### config.mk
export PLATFORM = sky130hd
export DESIGN_NAME = char_lcd_nibble_writer
export DESIGN_NICKNAME = d
export VERILOG_FILES = /design/src/hw/rtl/cln_pkg.sv /design/src/hw/rtl/cln_front.sv /design/src/hw/rtl/cln_fifo.sv /design/src/hw/rtl/cln_back.sv /design/src/hw/rtl/char_lcd_nibble_writer.sv
export SDC_FILE = /design/constraint.sdc
export NUM_CORES = 1
export LEC_CHECK = 0
export BUFFER_PORTS_ARGS = -buffer_cell sky130_fd_sc_hd__buf_2
export CAP_MARGIN = 20
export CORE_ASPECT_RATIO = 1.4
export CORE_MARGIN = 5
export CORE_UTILIZATION = 63
export DETAILED_ROUTE_END_ITERATION = 6
export PLACE_DENSITY_LB_ADDON = 0.1
export SETUP_SLACK_MARGIN = 0.3
export SLEW_MARGIN = 20
export SYNTH_ARGS = -nofsm -noshare
export SYNTH_HDL_FRONTEND = slang
export SYNTH_SLANG_ARGS = --single-unit
### constraint.sdc
create_clock -name clock -period 12.5 [get_ports clock]
set_clock_uncertainty 0.2 [all_clocks]
set_input_delay 1.25 -clock clock [delete_from_list [all_inputs] [get_ports clock]]
set_output_delay 1.25 -clock clock [all_outputs]
set_load 0.005 [all_outputs]
### src/hw/rtl/cln_pkg.sv
// cln_pkg: shared types, constants and helper functions for the character
// lcd nibble writer. No dependencies.
`default_nettype none
package cln_pkg;

   localparam int LINE_CHARS = 20;
   localparam int LINE_NIB_TOTAL = 2 * (LINE_CHARS + 2);
   localparam int LINE_IDX_LAST = LINE_CHARS + 1;
   localparam int INIT_NIBBLES = 8;
   localparam int CNT_W = ($clog2(LINE_NIB_TOTAL) > 3) ? $clog2(LINE_NIB_TOTAL) : 3;

   localparam int FIFO_DEPTH = 2;
   localparam int FIFO_PTR_W = 1;
   localparam int FIFO_CNT_W = 2;

   localparam logic [7:0] SPACE_CHAR = 8'h20;
   localparam logic [7:0] CMD_CLEAR = 8'h01;
   localparam logic [7:0] CMD_DISPLAY_ON = 8'h0F;
   localparam logic [7:0] ASCII_ZERO = 8'h30;
   localparam logic [7:0] ASCII_UPPER_A = 8'h41;
   localparam logic [3:0] NIB_WAKE = 4'h3;
   localparam logic [3:0] NIB_FOUR_BIT = 4'h2;
   localparam logic [2:0] GAP_HIGH = 3'd0;
   localparam logic [2:0] GAP_LOW = 3'd1;
   localparam logic [2:0] GAP_INIT = 3'd5;

   typedef enum logic [2:0] {
      ACT_INIT = 3'd0,
      ACT_CHAR = 3'd1,
      ACT_COMMAND = 3'd2,
      ACT_CURSOR = 3'd3,
      ACT_DECIMAL = 3'd4,
      ACT_HEX = 3'd5,
      ACT_CLEAR_LINE = 3'd6,
      ACT_CLEAR_SCREEN = 3'd7
   } action_type;

   typedef enum logic [1:0] {
      JOB_INIT = 2'd0,
      JOB_BYTES = 2'd1,
      JOB_LINE = 2'd2
   } job_mode_type;

   typedef struct packed {
      action_type action;
      logic [7:0] value;
      logic [1:0] row;
      logic [4:0] column;
      logic [1:0] digit_count;
   } req_item_type;

   typedef struct packed {
      logic [3:0] nibble;
      logic reg_select;
      logic [2:0] gap_ms;
      logic last;
   } rsp_item_type;

   typedef struct packed {
      job_mode_type mode;
      logic reg_select;
      logic [1:0] byte_count;
      logic [2:0][7:0] data_bytes;
   } job_type;

   function automatic logic [7:0] line_base(input logic [1:0] row);
      logic [7:0] base;
      case (row)
         2'd0: base = 8'h80;
         2'd1: base = 8'hC0;
         2'd2: base = 8'h94;
         default: base = 8'hD4;
      endcase
      return base;
   endfunction

   function automatic logic [7:0] hex_char(input logic [3:0] d);
      logic [7:0] ch;
      if (d < 4'd10) begin
         ch = {4'h0, d} + ASCII_ZERO;
      end else begin
         ch = {4'h0, d} - 8'd10 + ASCII_UPPER_A;
      end
      return ch;
   endfunction

endpackage
`default_nettype wire

### src/hw/rtl/cln_front.sv
// cln_front: accepts display requests and turns each into a compact job
// (mode, register select, up to three bytes). Depends on cln_pkg.
`default_nettype none
module cln_front (
   input  wire logic                  req_valid,
   input  wire cln_pkg::req_item_type req_item,
   input  wire logic                  queue_full,
   output logic                       req_ready,
   output logic                       push,
   output cln_pkg::job_type           job
);

   logic [13:0] hund_prod;
   logic [1:0]  hund;
   logic [6:0]  rem_hund;
   logic [14:0] tens_prod;
   logic [3:0]  tens;
   logic [3:0]  units;
   logic [1:0]  digits;

   assign req_ready = !queue_full;
   assign push = req_valid && !queue_full;

   // constant reciprocal division of the value by 100 and 10
   always_comb begin
      hund_prod = 14'(req_item.value) * 14'd41;
      hund = hund_prod[13:12];
      rem_hund = 7'(req_item.value - 8'(hund) * 8'd100);
      tens_prod = 15'(rem_hund) * 15'd205;
      tens = tens_prod[14:11];
      units = 4'(rem_hund - 7'(tens) * 7'd10);
      digits = (req_item.digit_count == 2'd0) ? 2'd1 : req_item.digit_count;
   end

   always_comb begin
      job.mode = cln_pkg::JOB_BYTES;
      job.reg_select = 1'b0;
      job.byte_count = 2'd1;
      job.data_bytes = '0;
      case (req_item.action)
         cln_pkg::ACT_INIT: begin
            job.mode = cln_pkg::JOB_INIT;
         end
         cln_pkg::ACT_CHAR: begin
            job.reg_select = 1'b1;
            job.data_bytes[0] = req_item.value;
         end
         cln_pkg::ACT_COMMAND: begin
            job.data_bytes[0] = req_item.value;
         end
         cln_pkg::ACT_CURSOR: begin
            job.data_bytes[0] = cln_pkg::line_base(req_item.row) + 8'(req_item.column);
         end
         cln_pkg::ACT_DECIMAL: begin
            job.reg_select = 1'b1;
            job.byte_count = digits;
            case (digits)
               2'd3: begin
                  job.data_bytes[0] = cln_pkg::hex_char(4'(hund));
                  job.data_bytes[1] = cln_pkg::hex_char(tens);
                  job.data_bytes[2] = cln_pkg::hex_char(units);
               end
               2'd2: begin
                  job.data_bytes[0] = cln_pkg::hex_char(tens);
                  job.data_bytes[1] = cln_pkg::hex_char(units);
               end
               default: begin
                  job.data_bytes[0] = cln_pkg::hex_char(units);
               end
            endcase
         end
         cln_pkg::ACT_HEX: begin
            job.reg_select = 1'b1;
            job.byte_count = 2'd2;
            job.data_bytes[0] = cln_pkg::hex_char(req_item.value[7:4]);
            job.data_bytes[1] = cln_pkg::hex_char(req_item.value[3:0]);
         end
         cln_pkg::ACT_CLEAR_LINE: begin
            job.mode = cln_pkg::JOB_LINE;
            job.data_bytes[0] = cln_pkg::line_base(req_item.row);
         end
         default: begin
            job.data_bytes[0] = cln_pkg::CMD_CLEAR;
         end
      endcase
   end

endmodule
`default_nettype wire

### src/hw/rtl/cln_fifo.sv
// cln_fifo: two-entry job queue between the request decoder and the
// nibble sequencer. Depends on cln_pkg.
`default_nettype none
module cln_fifo (
   input  wire logic             clock,
   input  wire logic             reset,
   input  wire logic             push,
   input  wire cln_pkg::job_type push_job,
   input  wire logic             pop,
   output logic                  full,
   output logic                  head_valid,
   output cln_pkg::job_type      head_job
);

   cln_pkg::job_type                entry_ff [cln_pkg::FIFO_DEPTH];
   logic [cln_pkg::FIFO_PTR_W-1:0]  wr_ptr_ff, wr_ptr_in;
   logic [cln_pkg::FIFO_PTR_W-1:0]  rd_ptr_ff, rd_ptr_in;
   logic [cln_pkg::FIFO_CNT_W-1:0]  count_ff, count_in;

   assign full = (count_ff == cln_pkg::FIFO_CNT_W'(cln_pkg::FIFO_DEPTH));
   assign head_valid = (count_ff != '0);
   assign head_job = entry_ff[rd_ptr_ff];

   always_comb begin
      wr_ptr_in = push ? wr_ptr_ff + 1'b1 : wr_ptr_ff;
      rd_ptr_in = pop ? rd_ptr_ff + 1'b1 : rd_ptr_ff;
      count_in = count_ff;
      if (push && !pop) begin
         count_in = count_ff + 1'b1;
      end else if (pop && !push) begin
         count_in = count_ff - 1'b1;
      end
   end

   always_ff @(posedge clock) begin
      if (reset) begin
         wr_ptr_ff <= '0;
         rd_ptr_ff <= '0;
         count_ff <= '0;
      end else begin
         wr_ptr_ff <= wr_ptr_in;
         rd_ptr_ff <= rd_ptr_in;
         count_ff <= count_in;
      end
   end

   always_ff @(posedge clock) begin
      if (push) begin
         entry_ff[wr_ptr_ff] <= push_job;
      end
   end

   a_no_overflow: assert property (@(posedge clock) disable iff (reset)
      full |-> !push) else $error("queue push while full");
   a_no_underflow: assert property (@(posedge clock) disable iff (reset)
      pop |-> head_valid) else $error("queue pop while empty");
   a_count_range: assert property (@(posedge clock) disable iff (reset)
      count_ff <= cln_pkg::FIFO_CNT_W'(cln_pkg::FIFO_DEPTH))
      else $error("queue count out of range");

endmodule
`default_nettype wire

### src/hw/rtl/cln_back.sv
// cln_back: walks the job at the queue head one nibble per cycle, while the output
// is not stalled, into a registered output stage. Depends on cln_pkg.
`default_nettype none
module cln_back (
   input  wire logic             clock,
   input  wire logic             reset,
   input  wire logic             head_valid,
   input  wire cln_pkg::job_type head_job,
   output logic                  pop,
   output logic                  rsp_valid,
   input  wire logic             rsp_ready,
   output cln_pkg::rsp_item_type rsp_item
);

   logic [cln_pkg::CNT_W-1:0]   cnt_ff, cnt_in;
   logic                        rsp_valid_ff, rsp_valid_in;
   cln_pkg::rsp_item_type       rsp_item_ff, rsp_item_in;
   logic [cln_pkg::CNT_W-1:0]   total;
   logic [cln_pkg::CNT_W-2:0]   byte_idx;
   logic [7:0]                  cur_byte;
   logic                        cur_rs;
   logic                        advance;
   logic                        is_last;
   cln_pkg::rsp_item_type       gen;

   assign byte_idx = cnt_ff[cln_pkg::CNT_W-1:1];
   assign advance = head_valid && (!rsp_valid_ff || rsp_ready);

   always_comb begin
      case (head_job.mode)
         cln_pkg::JOB_INIT: total = cln_pkg::CNT_W'(cln_pkg::INIT_NIBBLES);
         cln_pkg::JOB_LINE: total = cln_pkg::CNT_W'(cln_pkg::LINE_NIB_TOTAL);
         default: total = cln_pkg::CNT_W'({head_job.byte_count, 1'b0});
      endcase
      is_last = (cnt_ff == total - 1'b1);
   end

   always_comb begin
      cur_byte = head_job.data_bytes[0];
      cur_rs = head_job.reg_select;
      if (head_job.mode == cln_pkg::JOB_LINE) begin
         if (byte_idx == '0 || byte_idx == (cln_pkg::CNT_W-1)'(cln_pkg::LINE_IDX_LAST)) begin
            cur_rs = 1'b0;
         end else begin
            cur_byte = cln_pkg::SPACE_CHAR;
            cur_rs = 1'b1;
         end
      end else begin
         case (byte_idx[1:0])
            2'd1: cur_byte = head_job.data_bytes[1];
            2'd2: cur_byte = head_job.data_bytes[2];
            default: cur_byte = head_job.data_bytes[0];
         endcase
      end
   end

   always_comb begin
      gen.last = is_last;
      gen.reg_select = cur_rs;
      gen.nibble = cnt_ff[0] ? cur_byte[3:0] : cur_byte[7:4];
      gen.gap_ms = cnt_ff[0] ? cln_pkg::GAP_LOW : cln_pkg::GAP_HIGH;
      if (head_job.mode == cln_pkg::JOB_INIT) begin
         gen.reg_select = 1'b0;
         case (cnt_ff[2:0])
            3'd0, 3'd1, 3'd2: begin
               gen.nibble = cln_pkg::NIB_WAKE;
               gen.gap_ms = cln_pkg::GAP_INIT;
            end
            3'd3: begin
               gen.nibble = cln_pkg::NIB_FOUR_BIT;
               gen.gap_ms = cln_pkg::GAP_INIT;
            end
            3'd4: gen.nibble = cln_pkg::CMD_DISPLAY_ON[7:4];
            3'd5: gen.nibble = cln_pkg::CMD_DISPLAY_ON[3:0];
            3'd6: gen.nibble = cln_pkg::CMD_CLEAR[7:4];
            default: gen.nibble = cln_pkg::CMD_CLEAR[3:0];
         endcase
      end
   end

   always_comb begin
      cnt_in = cnt_ff;
      rsp_valid_in = rsp_valid_ff;
      rsp_item_in = rsp_item_ff;
      if (advance) begin
         cnt_in = is_last ? '0 : cnt_ff + 1'b1;
         rsp_valid_in = 1'b1;
         rsp_item_in = gen;
      end else if (rsp_ready) begin
         rsp_valid_in = 1'b0;
      end
   end

   assign pop = advance && is_last;
   assign rsp_valid = rsp_valid_ff;
   assign rsp_item = rsp_item_ff;

   always_ff @(posedge clock) begin
      if (reset) begin
         cnt_ff <= '0;
         rsp_valid_ff <= 1'b0;
      end else begin
         cnt_ff <= cnt_in;
         rsp_valid_ff <= rsp_valid_in;
      end
   end

   always_ff @(posedge clock) begin
      rsp_item_ff <= rsp_item_in;
   end

   a_cnt_in_run: assert property (@(posedge clock) disable iff (reset)
      head_valid |-> cnt_ff < total) else $error("nibble counter past end of run");
   a_pop_on_last: assert property (@(posedge clock) disable iff (reset)
      pop |=> (rsp_valid && rsp_item.last)) else $error("job retired without last item");
   a_cnt_restart: assert property (@(posedge clock) disable iff (reset)
      pop |=> cnt_ff == '0) else $error("counter not cleared after run");

endmodule
`default_nettype wire

### src/hw/rtl/char_lcd_nibble_writer.sv
// char_lcd_nibble_writer: top level, decoder, job queue and nibble sequencer.
// Depends on cln_pkg, cln_front, cln_fifo, cln_back.
//
//   channel   direction  handshake              payload
//   req       in         req_valid/req_ready    req_item (req_item_type)
//   rsp       out        rsp_valid/rsp_ready    rsp_item (rsp_item_type)
//
// one nibble item leaves per cycle while not stalled, set by the single sequencer counter;
// a request yields two nibbles per byte, 8 for init and 44 for a line clear
// requests are taken each cycle while the two-entry job queue has room
// synchronous active-high reset empties the queue and the output stage
// either side may stall without losing or repeating an item
`default_nettype none
module char_lcd_nibble_writer (
   input  wire logic                  clock,
   input  wire logic                  reset,
   input  wire logic                  req_valid,
   output logic                       req_ready,
   input  wire cln_pkg::req_item_type req_item,
   output logic                       rsp_valid,
   input  wire logic                  rsp_ready,
   output cln_pkg::rsp_item_type      rsp_item
);

   logic             push;
   logic             pop;
   logic             queue_full;
   logic             head_valid;
   cln_pkg::job_type push_job;
   cln_pkg::job_type head_job;

   cln_front u_front (
      .req_valid  (req_valid),
      .req_item   (req_item),
      .queue_full (queue_full),
      .req_ready  (req_ready),
      .push       (push),
      .job        (push_job)
   );

   cln_fifo u_fifo (
      .clock      (clock),
      .reset      (reset),
      .push       (push),
      .push_job   (push_job),
      .pop        (pop),
      .full       (queue_full),
      .head_valid (head_valid),
      .head_job   (head_job)
   );

   cln_back u_back (
      .clock      (clock),
      .reset      (reset),
      .head_valid (head_valid),
      .head_job   (head_job),
      .pop        (pop),
      .rsp_valid  (rsp_valid),
      .rsp_ready  (rsp_ready),
      .rsp_item   (rsp_item)
   );

endmodule
`default_nettype wire
Word-level counts from Yosys, hierarchy flattened
Memory sizes are Yosys's and may differ from the RTL's. A register that Yosys moved wholly into a read port is not among the register bits.
Cells that the tools add are included.
- $add $sub $neg: 24
- multipliers: 4
- $lt $le $gt $ge: 5
- equality and inequality tests: 22
- mux-type cells: 37
- reduce and logical (&&, ||, !) cells: 25
- operators by type and width (cell ; number):
    8-bit 2-to-1 mux ; 11
    8-bit one-hot mux with 2 select lines ; 4
    8-bit one-hot mux with 6 select lines ; 1
    8-bit by 7-bit adder with 8-bit output (second input constant) ; 5
    4-bit by 6-bit adder with 7-bit output (second input constant) ; 4
    7-bit one-hot mux with 3 select lines ; 1
    4-bit by 4-bit subtractor with 5-bit output (second input constant) ; 4
    3-bit equality test (second input constant) ; 6
    4-bit < comparator (second input constant) ; 4
    4-bit one-hot mux with 4 select lines ; 1
    7-bit by 8-bit multiplier with 15-bit output (second input constant) ; 1
    8-bit by 6-bit multiplier with 14-bit output (second input constant) ; 1
    2-bit equality test (second input constant) ; 6
    3-bit by 2-bit equality test with 1-bit output (second input constant) ; 4
    6-bit one-hot mux with 2 select lines ; 1
    1-bit 2-to-1 mux ; 10
    8-bit by 5-bit adder with 8-bit output ; 1
    2-bit one-hot mux with 2 select lines ; 2
    2-bit by 6-bit adder with 7-bit output (second input constant) ; 1
    7-bit subtractor ; 1
    6-bit by 1-bit adder with 6-bit output (second input constant) ; 1
    3-bit by 1-bit equality test with 1-bit output (second input constant) ; 2
    6-bit equality test ; 1
    2-bit logical NOT ; 3
    24 further kinds ; 41
- register bits: 20
- memory bits (writable): 58
- input bits: 24
- output and inout port bits: 11
- logic and storage cells: 127
- memories kept: 1
- memory list (memory ; depth ; width ; read ports ; clocked after Yosys merged registers in ; write ports ; line ; source):
    u_fifo.entry_ff ; 2 ; 29 ; 1 ; 1 ; 1 ; cln_fifo.sv:15 ; cln_pkg::job_type entry_ff [cln_pkg::FIFO_DEPTH];

Depth between registers and ports, before layout
- word-level depth: 11
- mapped depth: 42
- mapped depth without buffers: 42

Modules after synthesis
From an unflattened synthesis, not the netlist that was laid out.
- cells, all modules: 627
- area total of the unflattened synthesis: 6585.1 µm²
- modules (own cells, without submodules) (module ; instances ; cells an instance ; area each (µm²) ; sequential area each (µm²)):
    cln_front ; 1 ; 381 ; 3029.2 ; 0.0
    cln_fifo ; 1 ; 112 ; 2302.2 ; 1841.8
    cln_back ; 1 ; 134 ; 1253.7 ; 380.4

Worst setup path after synthesis
OpenSTA, ideal clock, no wires.
- kind: input -> register
- from: input req_item[10] in the netlist's numbering
- to: memory u_fifo.entry_ff[0][12] in the netlist's numbering, data pin
- setup time: 0.270 ns
- data arrival time: 9.862 ns
- required time: 12.030 ns
- setup slack: 2.167 ns
- stages on the path: 39
- path buffers: 0
- path through: ha_1 -> fa_1 -> ha_1 -> ha_1 -> a31o_2 -> a21oi_1 -> o21ai_0 -> xnor2_1 -> inv_1 -> ha_1 -> inv_1 -> fa_1 -> o21a_1 -> nor2_1 -> xnor2_1 -> xnor2_1 -> ha_1 -> ha_1 -> [... 3 more ...] -> inv_1 -> ha_1 -> nand3_1 -> a211oi_2 -> o31a_2 -> o211ai_2 -> inv_1 -> fa_1 -> xnor2_1 -> xnor3_1 -> and3_4 -> or2_2 -> ha_1 -> nand3b_1 -> and3_1 -> o21a_1 -> a211oi_1 -> or3_1
- RTL lines (what ; line ; source):
    start: declaration ; char_lcd_nibble_writer.sv:19 ; input wire cln_pkg::req_item_type req_item,
    end: declaration ; cln_fifo.sv:15 ;

==> results.sh <==
export IMPL_grt_overflow=0
export IMPL_synthesis_nets=733
export IMPL_post_route_cells_drive_above_1_share_pct=11.9
export IMPL_root_buffer="clkbuf_16"
export IMPL_final_nets=756
export IMPL_worst_ep_arrival_time_ns=10.88
export IMPL_finalCriticalPeriod_ns=11.01
export IMPL_whs_path_depth=2
export IMPL_rows=42
export IMPL_drv_slew=0
export IMPL_r2r_cells=12
export IMPL_drv_cap=0
export IMPL_setup_viol=0
export IMPL_fp_coreArea_um2=9510
export IMPL_cpMaxStageDelayCell="fa_1"
export IMPL_ys_warn_count=0
export IMPL_crit_top_cell="ha_1"
export IMPL_dieWidth_um=93.4
export IMPL_wire_per_inst_um=18.2
export IMPL_post_cts_buffers=0
export IMPL_grt_max_degree=28
export IMPL_outcome="finished, final reports clean"
export IMPL_fmax_ghz=0.0908
export IMPL_dr_pass1_iters=5
export IMPL_slew_headroom_pct=49.7
export IMPL_hold_buffers=0
export IMPL_gp_routability_congestion=1.00
export IMPL_vias=4780
export IMPL_die_y_um=127
export IMPL_synth_edf_count=62
export IMPL_cts_resized=0
export IMPL_crit_required_ns=12.37
export IMPL_final_setup_worst_slack_ns=1.49
export IMPL_ys_types=66
export IMPL_clock_sinks=74
export IMPL_critPathMaxStageDelay_ns=0.47
export IMPL_rsz0062_at_grt="no"
export IMPL_worstHoldStart="u_back.rsp_valid$_SDFFE_PP0P_"
export IMPL_numCtsBuffers=9
export IMPL_hold_path_class="reg -> reg"
export IMPL_drc=0
export IMPL_setup_tns_ns=0
export IMPL_io_pins=35
export IMPL_r2r_slack_ns=9.12
export IMPL_cp_num_buf_inv=4
export IMPL_ys_flop_type="edfxtp_1"
export IMPL_synthArstFlopShare_pct=0
export IMPL_fin_crit_sh_pct=88.1
export IMPL_antenna_found_initial=0
export IMPL_syn_inst=604
export IMPL_grt_usage_pct=24.8
export IMPL_grt_pass1_wl_mm=23.0
export IMPL_area_delta_synth_final_pct=9.07
export IMPL_r2r_end="u_fifo.count_ff[1]$_SDFFE_PP0P_"
export IMPL_yosys_register_bits=74
export IMPL_start_util_pct=64.6
export IMPL_hold_viol=0
export IMPL_post_dp_hpwl_mm=11.1
export IMPL_synth_largest_area_cell="edfxtp_1"
export IMPL_cp_num_cells=38
export IMPL_synth_area_leaders="edfxtp_1 30%, ha_1 19%, dfxtp_1 3.9%"
export IMPL_routed_wl_mm=13.8
export IMPL_path_class="in -> reg"
export IMPL_critPathLaunchType="primary input"
export IMPL_drt_iter0_drc=292
export IMPL_clk_pin_slew_ns=0.05
export IMPL_fp_dieArea_um2=11800
export IMPL_seq_area_frac_synth_pct=34.2
export IMPL_syn_avg_cell_area_um2=10.2
export IMPL_final_common_cell="ha_1"
export IMPL_path_max_fanout=9
export IMPL_worst_path_dominant_cell_family="adder cells"
export IMPL_cp_end_kind="flop"
export IMPL_pre_cts_ws_ns=1.18
export IMPL_routed_via_density=6.27
export IMPL_syn_area_um2=6140
export IMPL_worst_pin_slew_ns=0.753
export IMPL_cts_tree="done"
export IMPL_grt_pass1_vias=4934
export IMPL_io_buffers=33
export IMPL_ant_nets=0
export IMPL_ctsHtreeMaxLevel=3
export IMPL_antenna_cells=0
export IMPL_layout_common_cells="93 x ha_1, 62 x edfxtp_1, 48 x nor2_1"
export IMPL_worstHoldEndpoint="u_back.rsp_valid$_SDFFE_PP0P_"
export IMPL_yosysTopAreaCellShare_pct=30.3
export IMPL_ctsLongestPathBuffers=2
export IMPL_clk_insertion_delay_late_ns=0.33
## layer usage
metal | routed length, um | vias up | GRT usage, %
met4 | 815 | 0 | 16.5
met2 | 7600 | 188 | 45.7
li1 | - | 2271 | -
met3 | 617 | 60 | 4.15
met1 | 4820 | 2261 | 24.9
met5 | 0 | - | 0
## state kept, by name (all words and copies together), names as in the netlist, named ones only
register / cells
u_fifo.rd_ptr_ff: 1
u_back.cnt_ff: 6
u_back.rsp_item: 8
u_fifo.entry_ff: 54
u_fifo.count_ff: 2
u_fifo.wr_ptr_ff: 1
u_back.rsp_valid: 1
## through the flow
stage	util, %	std cells	cell area (um2)	hold WS, ns
final	70.4	762	6700	0.310
after global routing	70.4	762	6700	0.340
after CTS	70.4	762	6700	0.311
after detailed placement	67.3	748	6400	0.290
after global placement	67.3	748	6400	0.278
after floorplan	-	604	6140	0.272
## synth_stat cells, types with 5 or more instances
master and n:
nor2b_1 7, a211oi_1 8, fa_1 12, a21oi_1 43
nand3b_1 5, nor2_1 49, clkbuf_1 21, xnor2_1 23
and3_1 10, a31oi_1 5, nand2b_1 5, nand2_1 33
xor2_1 18, o22ai_1 6, a22oi_1 7, edfxtp_1 62
mux2_2 5, dfxtp_1 12, mux4_2 7, or3_1 6
ha_1 93, nand3_1 15, nor3_1 5, inv_1 42
o21ai_0 26, mux2i_1 11
## how the worst max path moves through the flow
| stage | from | to | slack [ns] |
|---|---|---|---|
| after floorplan | req_item[10] | u_fifo.entry_ff[0][12]$_DFFE_PP_ | 2.17 |
| after global placement | req_item[10] | u_fifo.entry_ff[0][12]$_DFFE_PP_ | 1.44 |
| after detailed placement | req_item[10] | u_fifo.entry_ff[1][12]$_DFFE_PP_ | 1.18 |
| after CTS | req_item[10] | u_fifo.entry_ff[0][12]$_DFFE_PP_ | 1.51 |
| after global routing | req_item[10] | u_fifo.entry_ff[1][12]$_DFFE_PP_ | 0.83 |
| final | req_item[10] | u_fifo.entry_ff[0][12]$_DFFE_PP_ | 1.49 |
## layout make-up
cell class,count,area [um2]
well taps,132,165
inverters,42,158
clock inverters,4,68.8
flip-flops and latches,74,2100
clock buffers,10,229
multi-input cells,464,3790
fillers,738,2810
repair buffers,36,188
## cell families after synthesis
group                    Yosys count  share of synthesized area [%]
AO/OA/AOI/OAI                    138                           14.8
XOR/XNOR                          42                           6.21
adder cells (fa/ha/maj)          105                           22.9
buffers and inverters             66                           4.14
flip-flops                        74                           34.2
multiplexers                      23                           5.28
other                              1                         0.0611
AND/OR/NAND/NOR                  155                           12.4
## worst reg2reg max path, cell delays in order (launching register included)
cell	delay, ns
dfxtp_1	0.31
buf_4	0.33
mux2_2	0.43
a21oi_1	0.14
ha_1	0.20
xnor2_1	0.14
xnor2_1	0.13
nand4_1	0.11
nor3_1	0.28
nand2_1	0.15
ha_1	0.37
or3_1	0.37
a21oi_1	0.15
Power is not shown: default switching activity piles up to over one toggle a cycle in this logic, so the estimate is an artifact.
